[config.mk]
export PLATFORM = sky130hd
export DESIGN_NAME = lifecycle_event_state_machine_top_flat
export DESIGN_NICKNAME = d
export VERILOG_FILES = /design/src/rtl/core/lesm_pkg.sv /design/src/rtl/core/lesm_if.sv /design/src/rtl/core/lesm_bin_unit.sv /design/src/rtl/core/lifecycle_event_state_machine_top.sv /design/src/flat_wrapper.sv
export SDC_FILE = /design/constraint.sdc
export NUM_CORES = 2
export LEC_CHECK = 0
export BUFFER_PORTS_ARGS = -buffer_cell sky130_fd_sc_hd__buf_2
export CAP_MARGIN = 20
export CORE_ASPECT_RATIO = 1.4
export CORE_MARGIN = 5
export CORE_UTILIZATION = 36
export DETAILED_ROUTE_END_ITERATION = 8
export PLACE_DENSITY = 0.55
export REMOVE_ABC_BUFFERS = 1
export SETUP_SLACK_MARGIN = 0.1
export SYNTH_ARGS = -nofsm -noshare
export SYNTH_HDL_FRONTEND = slang
export SYNTH_SLANG_ARGS = --single-unit
[constraint.sdc]
create_clock -name clk -period 30.7 [get_ports clk]
set_input_delay 6.14 -clock clk [delete_from_list [all_inputs] [get_ports clk]]
set_output_delay 6.14 -clock clk [all_outputs]
set_load 0.05 [all_outputs]
[src/rtl/core/lesm_pkg.sv]
`default_nettype none

package lesm_pkg;

    localparam int NUM_STATES = 15;
    localparam int STATE_W    = 4;
    localparam int EVENT_W    = 5;
    localparam int TICK_W     = 32;
    localparam int CNT_W      = 32;
    localparam int BIN_W      = 48;

    typedef enum logic [STATE_W-1:0] {
        ST_UNINITIALIZED  = 4'd0,
        ST_INITIALIZING   = 4'd1,
        ST_MODEL_LOADING  = 4'd2,
        ST_READY          = 4'd3,
        ST_PREFETCHING    = 4'd4,
        ST_COMPUTING      = 4'd5,
        ST_SAMPLING       = 4'd6,
        ST_STREAMING      = 4'd7,
        ST_COOLDOWN       = 4'd8,
        ST_DRAINING       = 4'd9,
        ST_SHUTTING_DOWN  = 4'd10,
        ST_SHUTDOWN       = 4'd11,
        ST_FAULTED        = 4'd12,
        ST_HOTPATCH       = 4'd13,
        ST_RECOVERING     = 4'd14
    } lesm_state_t;

    typedef enum logic [EVENT_W-1:0] {
        EV_INITIALIZE         = 5'd0,
        EV_MODEL_LOADED       = 5'd1,
        EV_REQUEST_RECEIVED   = 5'd2,
        EV_PREFETCH_DONE      = 5'd3,
        EV_LAYER_COMPUTED     = 5'd4,
        EV_FORWARD_DONE       = 5'd5,
        EV_TOKEN_SAMPLED      = 5'd6,
        EV_TOKEN_STREAMED     = 5'd7,
        EV_GENERATION_DONE    = 5'd8,
        EV_COOLDOWN_DONE      = 5'd9,
        EV_DRAIN_REQUESTED    = 5'd10,
        EV_DRAIN_COMPLETE     = 5'd11,
        EV_SHUTDOWN_DONE      = 5'd12,
        EV_FAULT_DETECTED     = 5'd13,
        EV_RECOVERY_DONE      = 5'd14,
        EV_HOTPATCH_REQUEST   = 5'd15,
        EV_HOTPATCH_APPLIED   = 5'd16,
        EV_RESET              = 5'd17
    } lesm_event_t;

    typedef enum logic {
        REQ_EVENT = 1'b0,
        REQ_FORCE = 1'b1
    } lesm_req_kind_t;

    typedef struct packed {
        logic                req_type;
        logic [EVENT_W-1:0]  event_code;
        logic [STATE_W-1:0]  forced_state;
        logic [TICK_W-1:0]   now_ticks;
    } req_item_t;

    typedef struct packed {
        logic                accepted;
        logic [STATE_W-1:0]  old_state;
        logic [STATE_W-1:0]  new_state;
        logic [TICK_W-1:0]   residency_ticks;
        logic [CNT_W-1:0]    sequence_number;
        logic [CNT_W-1:0]    total_count;
        logic [CNT_W-1:0]    rejected_count;
        logic [CNT_W-1:0]    fault_count;
        logic [CNT_W-1:0]    recovery_count;
        logic [CNT_W-1:0]    hotpatch_count;
        logic [TICK_W-1:0]   max_residency;
        logic [BIN_W-1:0]    old_state_total;
    } rsp_item_t;

    // Read request into the bin store, with the amount to add once the data returns.
    typedef struct packed {
        logic                en;
        logic [STATE_W-1:0]  addr;
        logic                add_en;
        logic [TICK_W-1:0]   add_val;
    } bin_req_t;

    typedef struct packed {
        logic        hit;
        lesm_state_t to;
    } rule_res_t;

    function automatic rule_res_t rule_lookup(lesm_state_t st, logic [EVENT_W-1:0] ev);
        rule_res_t r;
        r.hit = 1'b1;
        r.to  = st;
        unique case ({st, ev})
            {ST_UNINITIALIZED, EV_INITIALIZE}:       r.to = ST_INITIALIZING;
            {ST_INITIALIZING,  EV_MODEL_LOADED}:     r.to = ST_MODEL_LOADING;
            {ST_MODEL_LOADING, EV_MODEL_LOADED}:     r.to = ST_READY;
            {ST_READY,         EV_REQUEST_RECEIVED}: r.to = ST_PREFETCHING;
            {ST_PREFETCHING,   EV_PREFETCH_DONE}:    r.to = ST_COMPUTING;
            {ST_COMPUTING,     EV_LAYER_COMPUTED}:   r.to = ST_COMPUTING;
            {ST_COMPUTING,     EV_FORWARD_DONE}:     r.to = ST_SAMPLING;
            {ST_SAMPLING,      EV_TOKEN_SAMPLED}:    r.to = ST_STREAMING;
            {ST_STREAMING,     EV_TOKEN_STREAMED}:   r.to = ST_PREFETCHING;
            {ST_STREAMING,     EV_GENERATION_DONE}:  r.to = ST_COOLDOWN;
            {ST_COOLDOWN,      EV_COOLDOWN_DONE}:    r.to = ST_READY;
            {ST_READY,         EV_HOTPATCH_REQUEST}: r.to = ST_HOTPATCH;
            {ST_HOTPATCH,      EV_HOTPATCH_APPLIED}: r.to = ST_READY;
            {ST_COMPUTING,     EV_FAULT_DETECTED}:   r.to = ST_FAULTED;
            {ST_SAMPLING,      EV_FAULT_DETECTED}:   r.to = ST_FAULTED;
            {ST_PREFETCHING,   EV_FAULT_DETECTED}:   r.to = ST_FAULTED;
            {ST_STREAMING,     EV_FAULT_DETECTED}:   r.to = ST_FAULTED;
            {ST_FAULTED,       EV_INITIALIZE}:       r.to = ST_RECOVERING;
            {ST_RECOVERING,    EV_RECOVERY_DONE}:    r.to = ST_READY;
            {ST_READY,         EV_DRAIN_REQUESTED}:  r.to = ST_DRAINING;
            {ST_COOLDOWN,      EV_DRAIN_REQUESTED}:  r.to = ST_DRAINING;
            {ST_DRAINING,      EV_DRAIN_COMPLETE}:   r.to = ST_SHUTTING_DOWN;
            {ST_SHUTTING_DOWN, EV_SHUTDOWN_DONE}:    r.to = ST_SHUTDOWN;
            {ST_FAULTED,       EV_RESET}:            r.to = ST_UNINITIALIZED;
            {ST_SHUTDOWN,      EV_RESET}:            r.to = ST_UNINITIALIZED;
            default:                                 r.hit = 1'b0;
        endcase
        return r;
    endfunction

endpackage

`default_nettype wire

[src/rtl/core/lesm_if.sv]
`default_nettype none

interface lesm_req_if;
    logic                  valid;
    logic                  ready;
    lesm_pkg::req_item_t   data;

    modport source (output valid, output data, input ready);
    modport sink   (input valid, input data, output ready);
endinterface

interface lesm_rsp_if;
    logic                  valid;
    logic                  ready;
    lesm_pkg::rsp_item_t   data;

    modport source (output valid, output data, input ready);
    modport sink   (input valid, input data, output ready);
endinterface

`default_nettype wire

[src/rtl/core/lesm_bin_unit.sv]
`default_nettype none

module lesm_bin_unit (
    input  wire logic                          clk,
    input  wire logic                          rst_n,
    input  wire lesm_pkg::bin_req_t            rd,
    input  wire logic                          advance,
    output logic [lesm_pkg::BIN_W-1:0]         total
);
    import lesm_pkg::*;

    logic [BIN_W-1:0]   mem [NUM_STATES];
    logic [NUM_STATES-1:0] written_reg;

    logic [BIN_W-1:0]   rdata_reg;
    logic               rvalid_reg;
    logic [STATE_W-1:0] addr_reg;
    logic               add_en_reg;
    logic [TICK_W-1:0]  add_val_reg;
    logic               fwd_hit_reg;
    logic [BIN_W-1:0]   fwd_data_reg;

    logic [BIN_W-1:0]   base;
    logic               wr_en;

    always_comb
    begin
        if (fwd_hit_reg)
        begin
            base = fwd_data_reg;
        end
        else if (rvalid_reg)
        begin
            base = rdata_reg;
        end
        else
        begin
            base = '0;
        end
        total = base + (add_en_reg ? {{(BIN_W-TICK_W){1'b0}}, add_val_reg} : '0);
    end

    assign wr_en = advance && add_en_reg;

    always_ff @(posedge clk)
    begin
        if (wr_en)
        begin
            mem[addr_reg] <= total;
        end
        if (rd.en)
        begin
            rdata_reg <= mem[rd.addr];
        end
    end

    // Capture the read together with any write to the same bin on that edge.
    always_ff @(posedge clk)
    begin
        if (rd.en)
        begin
            addr_reg     <= rd.addr;
            add_val_reg  <= rd.add_val;
            fwd_data_reg <= total;
        end
    end

    always_ff @(posedge clk or negedge rst_n)
    begin
        if (!rst_n)
        begin
            written_reg <= '0;
            rvalid_reg  <= 1'b0;
            add_en_reg  <= 1'b0;
            fwd_hit_reg <= 1'b0;
        end
        else
        begin
            if (wr_en)
            begin
                written_reg[addr_reg] <= 1'b1;
            end
            if (rd.en)
            begin
                rvalid_reg  <= written_reg[rd.addr];
                add_en_reg  <= rd.add_en;
                fwd_hit_reg <= wr_en && (addr_reg == rd.addr);
            end
            else if (wr_en)
            begin
                // Drop the add once written so a stalled entry never adds twice.
                add_en_reg <= 1'b0;
            end
        end
    end

    assert property (@(posedge clk) disable iff (!rst_n)
        wr_en |=> written_reg[$past(addr_reg)])
        else $error("bin written but not marked");

    assert property (@(posedge clk) disable iff (!rst_n)
        rd.en && wr_en && (addr_reg == rd.addr) |=> fwd_hit_reg)
        else $error("missed forward of same-bin write");

    assert property (@(posedge clk) disable iff (!rst_n)
        wr_en && !rd.en |=> !add_en_reg)
        else $error("pending add survived its write");

endmodule

`default_nettype wire

[src/rtl/core/lifecycle_event_state_machine_top.sv]
`default_nettype none

// Lifecycle event state machine.
// req carries one beat per item: an event (req_type 0) matched against the built-in
// rule table, or a forced state (req_type 1), each with a tick time stamp.
// rsp returns exactly one beat per req beat, in order: the old and new state,
// residency, sequence number, all counters after the item and the residency bin
// of the old state after the item.
// A req beat is registered in the bin stage and then in the output register that drives rsp. The state,
// counters and rule decode finish in the accept cycle; the per-state bin lives in
// a synchronous memory and its read-add-write completes in the bin stage,
// with a same-bin write forwarded to the read that follows it.
// Throughput: one beat per cycle sustained while rsp.ready stays high.
// When rsp stalls, the output register and the bin stage hold two results; req.ready
// drops only when both are full, and no beat is lost or repeated.
// Reset clears the state to Uninitialized, the entry time, every counter and the
// bin valid flags, so every bin reads zero until first written; there is no
// clearing pass.
module lifecycle_event_state_machine_top (
    input  wire logic   clk,
    input  wire logic   rst_n,
    lesm_req_if.sink    req,
    lesm_rsp_if.source  rsp
);
    import lesm_pkg::*;

    lesm_state_t        state_reg, state_next;
    logic [TICK_W-1:0]  entry_time_reg, entry_time_next;
    logic [CNT_W-1:0]   seq_reg, seq_next;
    logic [CNT_W-1:0]   total_reg, total_next;
    logic [CNT_W-1:0]   rejected_reg, rejected_next;
    logic [CNT_W-1:0]   fault_reg, fault_next;
    logic [CNT_W-1:0]   recovery_reg, recovery_next;
    logic [CNT_W-1:0]   hotpatch_reg, hotpatch_next;
    logic [TICK_W-1:0]  max_reg, max_next;

    logic               s2_valid_reg;
    rsp_item_t          s2_item_reg, s2_item_next;
    logic               out_valid_reg;
    rsp_item_t          out_item_reg, out_item_next;

    logic               in_acc;
    logic               s2_adv;
    logic               force_ok;
    logic               ev_taken;
    rule_res_t          rule;
    logic [TICK_W-1:0]  res;
    bin_req_t           bin_rd;
    logic [BIN_W-1:0]   bin_total;

    assign s2_adv    = s2_valid_reg && (!out_valid_reg || rsp.ready);
    assign req.ready = !s2_valid_reg || s2_adv;
    assign in_acc    = req.valid && req.ready;

    assign rule     = rule_lookup(state_reg, req.data.event_code);
    assign res      = req.data.now_ticks - entry_time_reg;
    assign force_ok = (req.data.req_type == REQ_FORCE)
                      && (req.data.forced_state < STATE_W'(NUM_STATES));
    assign ev_taken = (req.data.req_type == REQ_EVENT) && rule.hit;

    // Next state
    always_comb
    begin
        state_next = state_reg;
        if (in_acc)
        begin
            priority if (force_ok)
            begin
                state_next = lesm_state_t'(req.data.forced_state);
            end
            else if (ev_taken)
            begin
                state_next = rule.to;
            end
        end
    end

    // Counters and time stamps
    always_comb
    begin
        entry_time_next = entry_time_reg;
        seq_next        = seq_reg;
        total_next      = total_reg;
        rejected_next   = rejected_reg;
        fault_next      = fault_reg;
        recovery_next   = recovery_reg;
        hotpatch_next   = hotpatch_reg;
        max_next        = max_reg;
        if (in_acc)
        begin
            seq_next = seq_reg + 1'b1;
            if (force_ok || ev_taken)
            begin
                entry_time_next = req.data.now_ticks;
            end
            if ((req.data.req_type == REQ_EVENT) && !rule.hit)
            begin
                rejected_next = rejected_reg + 1'b1;
            end
            if (ev_taken)
            begin
                total_next = total_reg + 1'b1;
                if (rule.to == ST_FAULTED)
                begin
                    fault_next = fault_reg + 1'b1;
                end
                if ((state_reg == ST_RECOVERING) && (rule.to == ST_READY))
                begin
                    recovery_next = recovery_reg + 1'b1;
                end
                if (rule.to == ST_HOTPATCH)
                begin
                    hotpatch_next = hotpatch_reg + 1'b1;
                end
                if (res > max_reg)
                begin
                    max_next = res;
                end
            end
        end
    end

    always_comb
    begin
        s2_item_next.accepted        = force_ok || ev_taken;
        s2_item_next.old_state       = state_reg;
        s2_item_next.new_state       = state_next;
        s2_item_next.residency_ticks = res;
        s2_item_next.sequence_number = seq_reg;
        s2_item_next.total_count     = total_next;
        s2_item_next.rejected_count  = rejected_next;
        s2_item_next.fault_count     = fault_next;
        s2_item_next.recovery_count  = recovery_next;
        s2_item_next.hotpatch_count  = hotpatch_next;
        s2_item_next.max_residency   = max_next;
        s2_item_next.old_state_total = '0;

        bin_rd.en      = in_acc;
        bin_rd.addr    = state_reg;
        bin_rd.add_en  = ev_taken;
        bin_rd.add_val = res;
    end

    lesm_bin_unit u_bins (
        .clk     (clk),
        .rst_n   (rst_n),
        .rd      (bin_rd),
        .advance (s2_adv),
        .total   (bin_total)
    );

    always_comb
    begin
        out_item_next                 = s2_item_reg;
        out_item_next.old_state_total = bin_total;
    end

    always_ff @(posedge clk)
    begin
        if (in_acc)
        begin
            s2_item_reg <= s2_item_next;
        end
        if (s2_adv)
        begin
            out_item_reg <= out_item_next;
        end
    end

    always_ff @(posedge clk or negedge rst_n)
    begin
        if (!rst_n)
        begin
            state_reg      <= ST_UNINITIALIZED;
            entry_time_reg <= '0;
            seq_reg        <= '0;
            total_reg      <= '0;
            rejected_reg   <= '0;
            fault_reg      <= '0;
            recovery_reg   <= '0;
            hotpatch_reg   <= '0;
            max_reg        <= '0;
            s2_valid_reg   <= 1'b0;
            out_valid_reg  <= 1'b0;
        end
        else
        begin
            state_reg      <= state_next;
            entry_time_reg <= entry_time_next;
            seq_reg        <= seq_next;
            total_reg      <= total_next;
            rejected_reg   <= rejected_next;
            fault_reg      <= fault_next;
            recovery_reg   <= recovery_next;
            hotpatch_reg   <= hotpatch_next;
            max_reg        <= max_next;
            if (in_acc)
            begin
                s2_valid_reg <= 1'b1;
            end
            else if (s2_adv)
            begin
                s2_valid_reg <= 1'b0;
            end
            if (s2_adv)
            begin
                out_valid_reg <= 1'b1;
            end
            else if (rsp.ready)
            begin
                out_valid_reg <= 1'b0;
            end
        end
    end

    assign rsp.valid = out_valid_reg;
    assign rsp.data  = out_item_reg;

    assert property (@(posedge clk) disable iff (!rst_n)
        s2_valid_reg && !s2_adv |=> s2_valid_reg && $stable(s2_item_reg))
        else $error("bin stage lost a held item");

    assert property (@(posedge clk) disable iff (!rst_n)
        in_acc |=> seq_reg == $past(seq_reg) + 1'b1)
        else $error("sequence did not advance");

    assert property (@(posedge clk) disable iff (!rst_n)
        in_acc && (req.data.req_type == REQ_EVENT) && !rule.hit
        |=> rejected_reg == $past(rejected_reg) + 1'b1 && state_reg == $past(state_reg))
        else $error("rejected event changed state or missed count");

    assert property (@(posedge clk) disable iff (!rst_n)
        rsp.valid && !rsp.data.accepted |-> rsp.data.old_state == rsp.data.new_state)
        else $error("rejected item moved state");

endmodule

`default_nettype wire

[src/flat_wrapper.sv]
// flat-port wrapper written by rule: the top's interface ports become plain ports
module lifecycle_event_state_machine_top_flat import lesm_pkg::*;
  (clk, rst_n, req_valid, req_data, req_ready, rsp_valid, rsp_data, rsp_ready);
  lesm_req_if req_i ();
  lesm_rsp_if rsp_i ();
  input  wire logic clk;
  input  wire logic rst_n;
  input wire logic [$bits(req_i.valid)-1:0] req_valid;
  input wire logic [$bits(req_i.data)-1:0] req_data;
  output wire logic [$bits(req_i.ready)-1:0] req_ready;
  output wire logic [$bits(rsp_i.valid)-1:0] rsp_valid;
  output wire logic [$bits(rsp_i.data)-1:0] rsp_data;
  input wire logic [$bits(rsp_i.ready)-1:0] rsp_ready;
  assign req_i.valid = req_valid;
  assign req_i.data = req_data;
  assign req_ready = req_i.ready;
  assign rsp_valid = rsp_i.valid;
  assign rsp_data = rsp_i.data;
  assign rsp_i.ready = rsp_ready;
  lifecycle_event_state_machine_top u_core (.clk(clk), .rst_n(rst_n), .req(req_i), .rsp(rsp_i));
endmodule
==> results.toml <==
[sta]
setup_viol = 0
tns_ns = 0
max_freq_ghz = 0.0781
rsz0062_at_grt = "false"
whs_ns = 0.413
hold_viol = 0
relSlewSlack = 0.232
min_period_over_period = 0.417
worstMarginPinSlew_ns = 1.15
setup_slack_ns = 17.90
maxSlewViolCount = 0
skew_ns = 0.0294
post-route-min-period_ns = 12.80

[setup_path]
critPathKind = "primary input to primary output"
r2r_setup_slack_ns = 25.06
rr_startpoint = "u_core.u_bins.rvalid_reg$_DFFE_PN0P_"
critPathMaxFanout = 3
reg2reg_to = "u_core.u_bins.mem[2][40]$_DFFE_PP_"
crit_start = "rsp_ready"
endpoint = "req_ready"
worst_setup_path_end_kind = "primary output"
worstPathRequired_ns = 24.56
worst_r2r_path_depth = 14
worst-endpoint-arrival_ns = 6.66
cp-start-kind = "primary input"

[worst_hold_path]
hold_class = "flop to flop"

[logic_synthesis]
ys.flop_type = "edfxtp_1"
seq_area_frac_synth = 0.752
synth_warnings = 0
yosys.cell_types.count = 82
ys_seq_elements = 1674
syn_inst = 3761
synth_edf_count = 1394
syn-cell-area_sq_mm = 0.0650
synth_top_area_share = 0.644
netlist.top_cell.by_area = "edfxtp_1"
netlist_top_cells_area = "edfxtp_1, dfrtp_1, mux4_2"
postSynth.asyncResetShare = 0.167
avgSynthCellArea_sq_um = 17.3

[pwr]
seqPwrFrac = 0.497
powerDensity_mw_per_mm2 = 72.6
p_total_mw = 5.48
p_leak_nw = 28.4
peakVddDrop_mv = 0.0474
intPower_mw = 4.03
p_comb_frac = 0.131
swShare = 0.264
p_switching_mw = 1.45
clock_power_share = 0.372

[grt]
grtUsageTotal = 0.158
grt_pass1_wl_mm = 226
overflow = 0
grt_antenna_before_repair = 15
grt_max_degree = 134
grt_pass1_vias = 34600

[route]
drt-wirelength-per-cell_um = 22.5
drtIter0Drc = 2479
drc_errors = 0
via_per_inst = 5.05
drt_wl_total_mm = 151
ant_nets = 0
dr.pass1.iters = 6
vias = 34000

[place]
gp_congestion = 0.782
numPortBuffers = 360
place_ws_ns = 17.90
dp_cells = 6385
dpl-instance-area_sq_mm = 0.0698
hpwl_mm = 90.3

[clock_network]
cts_setup_buffers = 0
h-tree-depth = 4
cts_root_buf = "clkbuf_16"
cts_buffers = 164
postCtsHoldBufs = 0
cts_buffer_depth = 3
clock_latency_ns = 0.80
cts_tree = "yes"
cts_resized = 0
cts_sinks = 1674
clk_pin_slew_ns = 0.06

[die]
dieArea_sq_mm = 0.189
die_x_um = 369
fp.coreArea_sq_mm = 0.180
num_rows = 184
ios = 361
die_y_um = 513
start_util = 0.362

[layout]
fin_area_sq_mm = 0.0756
final_cells = 6722
largest_register_ff_count = 720
drive_gt1_frac = 0.222
largest-register = "u_core.u_bins.mem"
final_core_util = 0.421
final_cell_mix = "edfxtp_1, buf_2, dfrtp_1"
area_growth_pct = 16.2
final_common_cell = "edfxtp_1"
fin_nets = 4400
fillers = 16100

[run]
maxCapViolCount = 0

[status]
outcome = "completed"
## how the worst min path moves through the flow
stage                                        start                             end  slack (ns)  depth (start not counted)
2_1_floorplan  u_core.out_item_next[100]$_DFFE_PP_  u_core.rsp.data[100]$_DFFE_PP_        0.40                          0
3_3_place_gp   u_core.out_item_next[307]$_DFFE_PP_  u_core.rsp.data[307]$_DFFE_PP_        0.40                          0
3_5_place_dp   u_core.out_item_next[117]$_DFFE_PP_  u_core.rsp.data[117]$_DFFE_PP_        0.40                          0
4_1_cts        u_core.out_item_next[241]$_DFFE_PP_  u_core.rsp.data[241]$_DFFE_PP_        0.41                          0
5_1_grt         u_core.out_item_next[69]$_DFFE_PP_   u_core.rsp.data[69]$_DFFE_PP_        0.42                          0
6_report       u_core.out_item_next[184]$_DFFE_PP_  u_core.rsp.data[184]$_DFFE_PP_        0.41                          0
## power groups by stage
stage	registers, mW	logic [mW]	clock network, mW
after global routing	2.74	0.791	2.19
after CTS	2.73	0.730	2.10
after global placement	2.77	0.719	0
after floorplan	2.91	0.404	0
final	2.72	0.720	2.04
after detailed placement	2.77	0.727	0
## worst max-delay path, stage by stage
cell,delay (ns)
buf_2,0.10
nand3b_1,0.18
buf_2,0.23
## metal layers
metal / share of wire / track usage / up-vias
li1: - / - / 15500
met3: 0.062 / 0.0328 / 203
met1: 0.43 / 0.214 / 17400
met2: 0.49 / 0.261 / 898
met4: 0.020 / 0.0407 / 4
met5: 0.00018 / 0 / -
## area by class of cell
| cell class | instances | area, sq um | area share |
|---|---|---|---|
| multi-input combinational | 1849 | 15300 | 0.203 |
| inverter | 111 | 432 | 0.00571 |
| clock buffer | 203 | 4360 | 0.0577 |
| timing repair buffer | 451 | 2530 | 0.0335 |
| tap | 2325 | 2910 | 0.0385 |
| antenna | 5 | 12.5 | 0.000166 |
| clock inverter | 104 | 1110 | 0.0147 |
| sequential | 1674 | 48900 | 0.647 |
## synthesized netlist by cell type (8+ instances only)
library cell / number
xnor2_1: 175
mux2_2: 61
a211oi_1: 61
buf_1: 19
a21o_1: 29
nand4_1: 54
a21oi_1: 125
mux2i_1: 50
o21a_1: 15
o211ai_1: 55
nor2b_1: 62
o21ai_0: 91
edfxtp_1: 1394
nor2_1: 125
ha_1: 101
nand2_1: 188
buf_4: 11
a22o_1: 36
o21bai_1: 8
and4_1: 9
a22oi_1: 16
or2_2: 19
nand2b_1: 19
xor2_1: 88
nand3_1: 79
nor3_1: 49
buf_2: 20
mux4_2: 148
and3_1: 39
dfrtp_1: 280
or3_1: 10
inv_1: 110
clkbuf_1: 77
and2_1: 39
## cells by family (layout without fill, tap and decap cells)
| logic type | Yosys count | in the layout | synth area share |
|---|---|---|---|
| fa+ha+maj | 103 | 103 | 0.0201 |
| simple gates | 732 | 732 | 0.0582 |
| compound gates | 489 | 489 | 0.0499 |
| buf+inv | 238 | 869 | 0.0148 |
| other cells | 0 | 5 | 0 |
| xor+xnor | 263 | 263 | 0.0354 |
| flops | 1674 | 1674 | 0.752 |
| mux | 262 | 262 | 0.0700 |
Note: power is estimated with default switching activity, not from simulation.
